===== src/sv/sha1mh_pkg.sv =====
// Shared types and constants of the SHA-1 message hasher.
// No dependencies; imported by sha1mh_round and sha1_message_hasher.
package sha1mh_pkg;

  typedef struct packed {
    logic [31:0] a;
    logic [31:0] b;
    logic [31:0] c;
    logic [31:0] d;
    logic [31:0] e;
  } sha1mh_words_t;

  localparam sha1mh_words_t IV = '{
    a: 32'h67452301,
    b: 32'hEFCDAB89,
    c: 32'h98BADCFE,
    d: 32'h10325476,
    e: 32'hC3D2E1F0
  };

  localparam logic [31:0] K0 = 32'h5A827999;
  localparam logic [31:0] K1 = 32'h6ED9EBA1;
  localparam logic [31:0] K2 = 32'h8F1BBCDC;
  localparam logic [31:0] K3 = 32'hCA62C1D6;

  localparam logic [7:0] PAD_BYTE = 8'h80;

  localparam int unsigned NUM_ROUNDS = 80;
  localparam int unsigned ROUND_W    = 7;
  localparam logic [ROUND_W-1:0] LAST_ROUND = ROUND_W'(NUM_ROUNDS - 1);

endpackage


===== src/sv/sha1_message_hasher.sv =====
// SHA-1 message hasher top level: byte intake, padding, round sequencer, digest output.
// Depends on sha1mh_pkg and sha1mh_round.
//
// Takes a message one byte per beat (tuser = byte valid, tlast = end of message) and
// returns the 160-bit digest as five 32-bit beats, h0 first, tlast on h4. The 64th byte
// of a block starts a compression on the single round unit, one round per cycle: the
// input is not ready during the 80 rounds and the chaining add. At end of message
// padding goes in one byte per cycle, then the two length words, then one or two
// compressions; the first digest beat also waits for the previous digest to drain.
// The digest sits in its own output buffer, so the next message can be taken while it
// drains; a second digest waits for the buffer.
module sha1_message_hasher import sha1mh_pkg::*; (
  input  logic        clk_i,
  input  logic        rst_ni,
  input  logic        s_axis_tvalid_i,
  output logic        s_axis_tready_o,
  input  logic [7:0]  s_axis_tdata_i,   // [7:0] data_byte
  input  logic        s_axis_tuser_i,   // [0] has_byte
  input  logic        s_axis_tlast_i,   // last
  output logic        m_axis_tvalid_o,
  input  logic        m_axis_tready_i,
  output logic [31:0] m_axis_tdata_o,   // [31:0] digest_word
  output logic        m_axis_tlast_o    // digest_last
);

  localparam logic [2:0] ST_IDLE = 3'd0;
  localparam logic [2:0] ST_PAD  = 3'd1;
  localparam logic [2:0] ST_LEN  = 3'd2;
  localparam logic [2:0] ST_COMP = 3'd3;
  localparam logic [2:0] ST_FIN  = 3'd4;

  logic [2:0]          state_q, state_d;
  logic [60:0]         count_q, count_d;
  logic [5:0]          pos_q, pos_d;
  logic                fin_q, fin_d;
  logic                pad_first_q, pad_first_d;
  logic                len_sel_q, len_sel_d;
  logic                len_done_q, len_done_d;
  logic [ROUND_W-1:0]  round_q, round_d;
  sha1mh_words_t       chain_q, chain_d;
  sha1mh_words_t       work_q, work_d;
  logic [2:0]          out_left_q, out_left_d;

  logic [23:0]         acc_q, acc_d;
  logic [31:0]         win_q [16];
  logic [31:0]         win_d [16];
  logic [31:0]         dig_q [5];
  logic [31:0]         dig_d [5];

  logic                s_fire, m_fire;
  logic                ins_en;
  logic [7:0]          ins_byte;
  logic                push;
  logic [31:0]         push_word;
  logic [63:0]         bit_len;
  sha1mh_words_t       round_out;
  sha1mh_words_t       sum;
  logic [31:0]         w_next;

  sha1mh_round u_round (
    .words_i  (work_q),
    .round_i  (round_q),
    .w_i      (win_q[0]),
    .tap2_i   (win_q[2]),
    .tap8_i   (win_q[8]),
    .tap13_i  (win_q[13]),
    .words_o  (round_out),
    .w_next_o (w_next)
  );

  assign s_axis_tready_o = (state_q == ST_IDLE);
  assign s_fire          = s_axis_tvalid_i & s_axis_tready_o;
  assign m_axis_tvalid_o = (out_left_q != 3'd0);
  assign m_axis_tdata_o  = dig_q[0];
  assign m_axis_tlast_o  = (out_left_q == 3'd1);
  assign m_fire          = m_axis_tvalid_o & m_axis_tready_i;

  assign bit_len = {count_q, 3'b000};

  assign sum.a = chain_q.a + work_q.a;
  assign sum.b = chain_q.b + work_q.b;
  assign sum.c = chain_q.c + work_q.c;
  assign sum.d = chain_q.d + work_q.d;
  assign sum.e = chain_q.e + work_q.e;

  always_comb begin
    state_d     = state_q;
    count_d     = count_q;
    pos_d       = pos_q;
    fin_d       = fin_q;
    pad_first_d = pad_first_q;
    len_sel_d   = len_sel_q;
    len_done_d  = len_done_q;
    round_d     = round_q;
    chain_d     = chain_q;
    work_d      = work_q;
    out_left_d  = out_left_q;
    acc_d       = acc_q;
    win_d       = win_q;
    dig_d       = dig_q;
    ins_en      = 1'b0;
    ins_byte    = s_axis_tdata_i;
    push        = 1'b0;
    push_word   = '0;

    // digest buffer drains one word per beat
    if (m_fire) begin
      for (int i = 0; i < 4; i++) begin
        dig_d[i] = dig_q[i+1];
      end
      out_left_d = out_left_q - 3'd1;
    end

    unique case (state_q)
      ST_IDLE: begin
        if (s_fire) begin
          if (s_axis_tuser_i) begin
            ins_en  = 1'b1;
            count_d = count_q + 61'd1;
          end
          if (s_axis_tuser_i && pos_q == 6'd63) begin
            state_d = ST_COMP;
            fin_d   = s_axis_tlast_i;
            pad_first_d = 1'b1;
            work_d  = chain_q;
            round_d = '0;
          end else if (s_axis_tlast_i) begin
            state_d     = ST_PAD;
            fin_d       = 1'b1;
            pad_first_d = 1'b1;
          end
        end
      end
      ST_PAD: begin
        ins_en      = 1'b1;
        ins_byte    = pad_first_q ? PAD_BYTE : 8'h00;
        pad_first_d = 1'b0;
        if (pos_q == 6'd63) begin
          state_d = ST_COMP;
          work_d  = chain_q;
          round_d = '0;
        end else if (pos_q == 6'd55) begin
          state_d   = ST_LEN;
          len_sel_d = 1'b0;
        end
      end
      ST_LEN: begin
        push      = 1'b1;
        push_word = len_sel_q ? bit_len[31:0] : bit_len[63:32];
        len_sel_d = 1'b1;
        if (len_sel_q) begin
          len_done_d = 1'b1;
          state_d    = ST_COMP;
          work_d     = chain_q;
          round_d    = '0;
        end
      end
      ST_COMP: begin
        work_d    = round_out;
        push      = 1'b1;
        push_word = w_next;
        round_d   = round_q + ROUND_W'(1);
        if (round_q == LAST_ROUND) begin
          state_d = ST_FIN;
        end
      end
      ST_FIN: begin
        priority if (!fin_q) begin
          chain_d = sum;
          state_d = ST_IDLE;
        end else if (!len_done_q) begin
          chain_d = sum;
          state_d = ST_PAD;
        end else if (out_left_q == 3'd0) begin
          dig_d[0]   = sum.a;
          dig_d[1]   = sum.b;
          dig_d[2]   = sum.c;
          dig_d[3]   = sum.d;
          dig_d[4]   = sum.e;
          out_left_d = 3'd5;
          chain_d    = IV;
          count_d    = '0;
          pos_d      = '0;
          fin_d      = 1'b0;
          len_done_d = 1'b0;
          state_d    = ST_IDLE;
        end else begin
          // hold until the previous digest has drained
          state_d = ST_FIN;
        end
      end
      default: begin
        state_d = ST_IDLE;
      end
    endcase

    // byte intake: three bytes gather in acc, the fourth completes a word
    if (ins_en) begin
      pos_d = pos_q + 6'd1;
      acc_d = {acc_q[15:0], ins_byte};
      if (pos_q[1:0] == 2'd3) begin
        push      = 1'b1;
        push_word = {acc_q, ins_byte};
      end
    end

    // window shifts toward index 0; win[0] is the word of the current round
    if (push) begin
      for (int i = 0; i < 15; i++) begin
        win_d[i] = win_q[i+1];
      end
      win_d[15] = push_word;
    end
  end

  always_ff @(posedge clk_i or negedge rst_ni) begin
    if (!rst_ni) begin
      state_q     <= ST_IDLE;
      count_q     <= '0;
      pos_q       <= '0;
      fin_q       <= 1'b0;
      pad_first_q <= 1'b0;
      len_sel_q   <= 1'b0;
      len_done_q  <= 1'b0;
      round_q     <= '0;
      chain_q     <= IV;
      work_q      <= '0;
      out_left_q  <= '0;
    end else begin
      state_q     <= state_d;
      count_q     <= count_d;
      pos_q       <= pos_d;
      fin_q       <= fin_d;
      pad_first_q <= pad_first_d;
      len_sel_q   <= len_sel_d;
      len_done_q  <= len_done_d;
      round_q     <= round_d;
      chain_q     <= chain_d;
      work_q      <= work_d;
      out_left_q  <= out_left_d;
    end
  end

  always_ff @(posedge clk_i) begin
    acc_q <= acc_d;
    win_q <= win_d;
    dig_q <= dig_d;
  end

endmodule


===== src/sv/sha1mh_round.sv =====
// One SHA-1 round plus the next message schedule word.
// Depends on sha1mh_pkg.
module sha1mh_round import sha1mh_pkg::*; (
  input  sha1mh_words_t        words_i,
  input  logic [ROUND_W-1:0]   round_i,
  input  logic [31:0]          w_i,      // W[t]
  input  logic [31:0]          tap2_i,   // W[t+2]
  input  logic [31:0]          tap8_i,   // W[t+8]
  input  logic [31:0]          tap13_i,  // W[t+13]
  output sha1mh_words_t        words_o,
  output logic [31:0]          w_next_o  // W[t+16]
);

  logic [31:0] f;
  logic [31:0] k;
  logic [31:0] t;
  logic [31:0] x;

  always_comb begin
    priority if (round_i < ROUND_W'(20)) begin
      f = (words_i.b & words_i.c) | (~words_i.b & words_i.d);
      k = K0;
    end else if (round_i < ROUND_W'(40)) begin
      f = words_i.b ^ words_i.c ^ words_i.d;
      k = K1;
    end else if (round_i < ROUND_W'(60)) begin
      f = (words_i.b & words_i.c) | (words_i.b & words_i.d) | (words_i.c & words_i.d);
      k = K2;
    end else begin
      f = words_i.b ^ words_i.c ^ words_i.d;
      k = K3;
    end
  end

  assign t = {words_i.a[26:0], words_i.a[31:27]} + f + words_i.e + k + w_i;

  assign words_o.a = t;
  assign words_o.b = words_i.a;
  assign words_o.c = {words_i.b[1:0], words_i.b[31:2]};
  assign words_o.d = words_i.c;
  assign words_o.e = words_i.d;

  assign x        = w_i ^ tap2_i ^ tap8_i ^ tap13_i;
  assign w_next_o = {x[30:0], x[31]};

endmodule

===== config.mk =====
export PLATFORM = sky130hd
export DESIGN_NAME = sha1_message_hasher
export DESIGN_NICKNAME = d
export VERILOG_FILES = /design/src/sv/sha1mh_pkg.sv /design/src/sv/sha1_message_hasher.sv /design/src/sv/sha1mh_round.sv
export SDC_FILE = /design/constraint.sdc
export NUM_CORES = 2
export LEC_CHECK = 0
export ABC_AREA = 1
export BUFFER_PORTS_ARGS = -buffer_cell sky130_fd_sc_hd__buf_4
export CORE_ASPECT_RATIO = 1.5
export CORE_MARGIN = 2
export CORE_UTILIZATION = 30
export CTS_BUF_LIST = sky130_fd_sc_hd__clkbuf_4
export CTS_CLUSTER_SIZE = 30
export DETAILED_ROUTE_END_ITERATION = 8
export PLACE_DENSITY = 0.54
export SLEW_MARGIN = 20
export SYNTH_ARGS = -nofsm -noshare
export SYNTH_HDL_FRONTEND = slang
export SYNTH_SLANG_ARGS = --single-unit

===== constraint.sdc =====
create_clock -name clk_i -period 17.1 [get_ports clk_i]
set_clock_uncertainty 0.05 [all_clocks]
set_input_delay 2.565 -clock clk_i [delete_from_list [all_inputs] [get_ports clk_i]]
set_output_delay 2.565 -clock clk_i [all_outputs]
set_load 0.01 [all_outputs]

==> reports/qor.csv <==
metric;value;unit
reg2reg_slack;10.84;ns
cts_resized;0;
max_stage_delay;1.04;ns
vias;47665;
finalSetupViolations;0;
hold_path_class;register to register;
antenna_found_initial;3;
arrival;7.30;ns
cp-start-kind;register;
dpl_worst_slack;9.63;ns
synthTopCellsByArea;edfxtp_1 29%, dfrtp_1 14%, nand2_1 8.7%;
fmax;0.160;GHz
portBuffers;48;
fin_tns_setup;0;ns
synth_top_family_by_area;simple AND/OR/NAND/NOR gates;
synth_ff_type;edfxtp_1;
fillCellCount;20533;
postCtsHoldBufs;0;
critPathKind;register to register;
reg2reg_depth;21;
critPathCaptureType;register;
p_leak;0.0297;uW
pin_count;49;
cts_tree;done;
worstReg2RegStart;round_q[3]$_DFFE_PN0P_;
synth_simple_gate_area_share;18.2;%
synth_top_area_share;29.1;%
crit_path_end;work_q[148]$_DFFE_PN0P_;
vdd_drop_max;0.0660;mV
synth_area;0.0587;mm2
synthAdderAreaFrac;8.41;%
critical_path.cell_chain;nand2_1 > inv_1 > nand2_1 > nand3_2 > nand2_1 > inv_1 > buf_4 > nand2_1 > nand3_1 > fa_1 > fa_1 > ha_1 > nand2_1 > nor2_1 > inv_1 > nor2_1 > nand4_1 > nand4_1 > nand3_1 > nand2_1 > o21ai_0;
insertion_delay;1.33;ns
worstPathMaxFanout;21;
vias_per_cell;5.01;
dr.pass1.iters;6;
synth-xor-area-share;2.75;%
yosys.area.top_type;edfxtp_1;
grt_usage;21.6;%
r2r_end;work_q[148]$_DFFE_PN0P_;
ys_warn_count;0;
required;18.13;ns
synthMuxAreaShare;0.597;%
fin_crit_sh;36.6;%
fp-row-count;198;
ys_ff_latch;1100;
start_util;30.2;%
wl;217000;um
cts_sinks;1100;
hold_viol;0;
synth_edf_count;568;
grt_pass1_wl;315000;um
synth_nets;6833;
h-tree-depth;5;
yosysSeqAreaShare;50.8;%
max_cap_viol_count;0;
dieHeight;546;um
startpoint;round_q[3]$_DFFE_PN0P_;
postCtsSetupRepairBufs;0;
synth_compound_area_share;11.8;%
syn2layout_area_growth;11.8;%
numCtsBuffers;309;
rsz0062_at_grt;false;
drv_slew;0;
cts-root-buf;clkbuf_4;
grt_pass1_vias;48108;
layout_min_cycle_time;6.26;ns
antenna_left;0;
synthArstFlopShare;36.7;%
drc;0;
slowest_stage;nand2_1;
die-width;365;um
syn_area_per_cell;9.03;um2
dp.final_hpwl;161000;um
dieArea;0.199;mm2
drive_above_1_share;11.0;%
routedWlPerCell;22.8;um
gp_congestion;1.09;
drt_iter0_drc;3682;
syn_inst;6495;
grt.overflow.total;0;
coreArea;0.194;mm2
min_from;win_q[14]$_DFFE_PP_;
cts.clk_slew.worst_paths;0.09;ns
path_common_cell;nand2_1;
p_per_area;88.8;mW/mm2
cp.buffers_inverters;4;
worst-slew-pin-transition;1.22;ns
outcome;finished, final reports clean;
slew_headroom;18.9;%
final_nets;7015;
synth_cell_type_count;54;
fin_ws;10.84;ns
crit_cells;21;
critical-path-top-delay-family;simple AND/OR/NAND/NOR gates;
cts_buffer_depth;4;
grt_max_degree;208;
==> worst min path at each step <==
stage                                       to  slack [ns]  cells past startpoint
after floorplan           win_q[128]$_DFFE_PP_        0.35                      0
after global routing       win_q[46]$_DFFE_PP_        0.32                      0
after CTS                  win_q[46]$_DFFE_PP_        0.32                      0
after global placement    win_q[437]$_DFFE_PP_        0.35                      0
final                      win_q[46]$_DFFE_PP_        0.32                      0
after detailed placement  win_q[128]$_DFFE_PP_        0.35                      0
==> synthesized netlist by cell type, types with 107 or more instances <==
master / n
a21oi_1: 402
o21ai_0: 355
ha_1: 207
dfrtp_1: 324
inv_1: 853
fa_1: 117
edfxtp_1: 568
nand2_1: 1357
nand3_1: 362
dfxtp_1: 128
xnor2_1: 107
clkbuf_1: 114
nor2_1: 573
o22ai_1: 180
==> per-stage QoR <==
step                util, %  instance area [um2]  cells  total power [uW]  hold WS, ns
floorplan                 -                58700   6495              3240        0.350
global placement       31.7                61700   8966              3410        0.350
detailed placement     31.7                61700   8966              3420        0.355
CTS                    33.7                65600   9502              5920        0.322
global route           33.8                65600   9508              6110        0.316
finish                 33.8                65600   9510              5830        0.323
==> report_power, final <==
| part | internal, uW | total, uW | switching [uW] |
|---|---|---|---|
| Sequential | 2890 | 2980 | 97.2 |
| Clock | 1310 | 2460 | 1150 |
| Combinational | 155 | 379 | 223 |
| Total | 4350 | 5830 | 1470 |
==> worst register-to-register path: cells and delay by family, from the launching register on <==
| family | cells | cell delay, ns |
|---|---|---|
| buffers and inverters | 4 | 0.52 |
| adder cells (fa/ha/maj) | 3 | 1.37 |
| AND/OR/NAND/NOR | 13 | 3.60 |
| flip-flops | 1 | 0.45 |
| AO/OA/AOI/OAI | 1 | 0.07 |
==> flip-flops by register name, summed over array words and instances (netlist names) <==
name,count
count_q,61
len_sel_q,1
round_q,7
fin_q,1
dig_q,128
pos_q,6
out_left_q,3
acc_q,24
state_q,3
m_axis_tdata_o,32
len_done_q,1
work_q,160
pad_first_q,1
chain_q,160
win_q,512
==> layer usage <==
layer  vias to the layer above  share of wire [%]  track usage, %
li1                      22370                  -               -
met2                      1601                 50            37.3
met1                     23119                 38            23.8
met4                         0                8.0            15.5
met3                       575                4.7            3.61
met5                         -                  0               0
==> logic make-up after synthesis <==
logic type / Yosys count
xor gates and xnor gates: 184
muxes: 35
adders and majority gates: 324
and+or+nand+nor: 2563
buffers and inverters: 1081
AOI/OAI and AO/OA: 1208
DFF: 1100
==> area by class of cell <==
type	count	area (um2)	area share, %
flip-flops and latches	1100	29800	45.5
inverters	861	3240	4.94
clock inverters	66	364	0.555
multi-input cells	4314	24600	37.5
well taps	2600	3250	4.96
diodes	8	20.0	0.0305
clock buffers	470	3530	5.38
repair buffers	91	736	1.12
==> cells in the final DEF (no fill, tap or decap), types with 53 or more instances in the layout <==
master and count:
nand2_1 1354, inv_1 850, nor2_1 571, edfxtp_1 568, clkbuf_4 470, a21oi_1 401
nand3_1 362, o21ai_0 355, dfrtp_1 324, ha_1 207, o22ai_1 180, dfxtp_1 128
fa_1 117, xnor2_1 107, buf_4 85, dfstp_2 80, nand4_1 77, xor2_1 77
nor3_1 68, or2_2 66, a31oi_1 53
(Power assumes the default switching activity.)
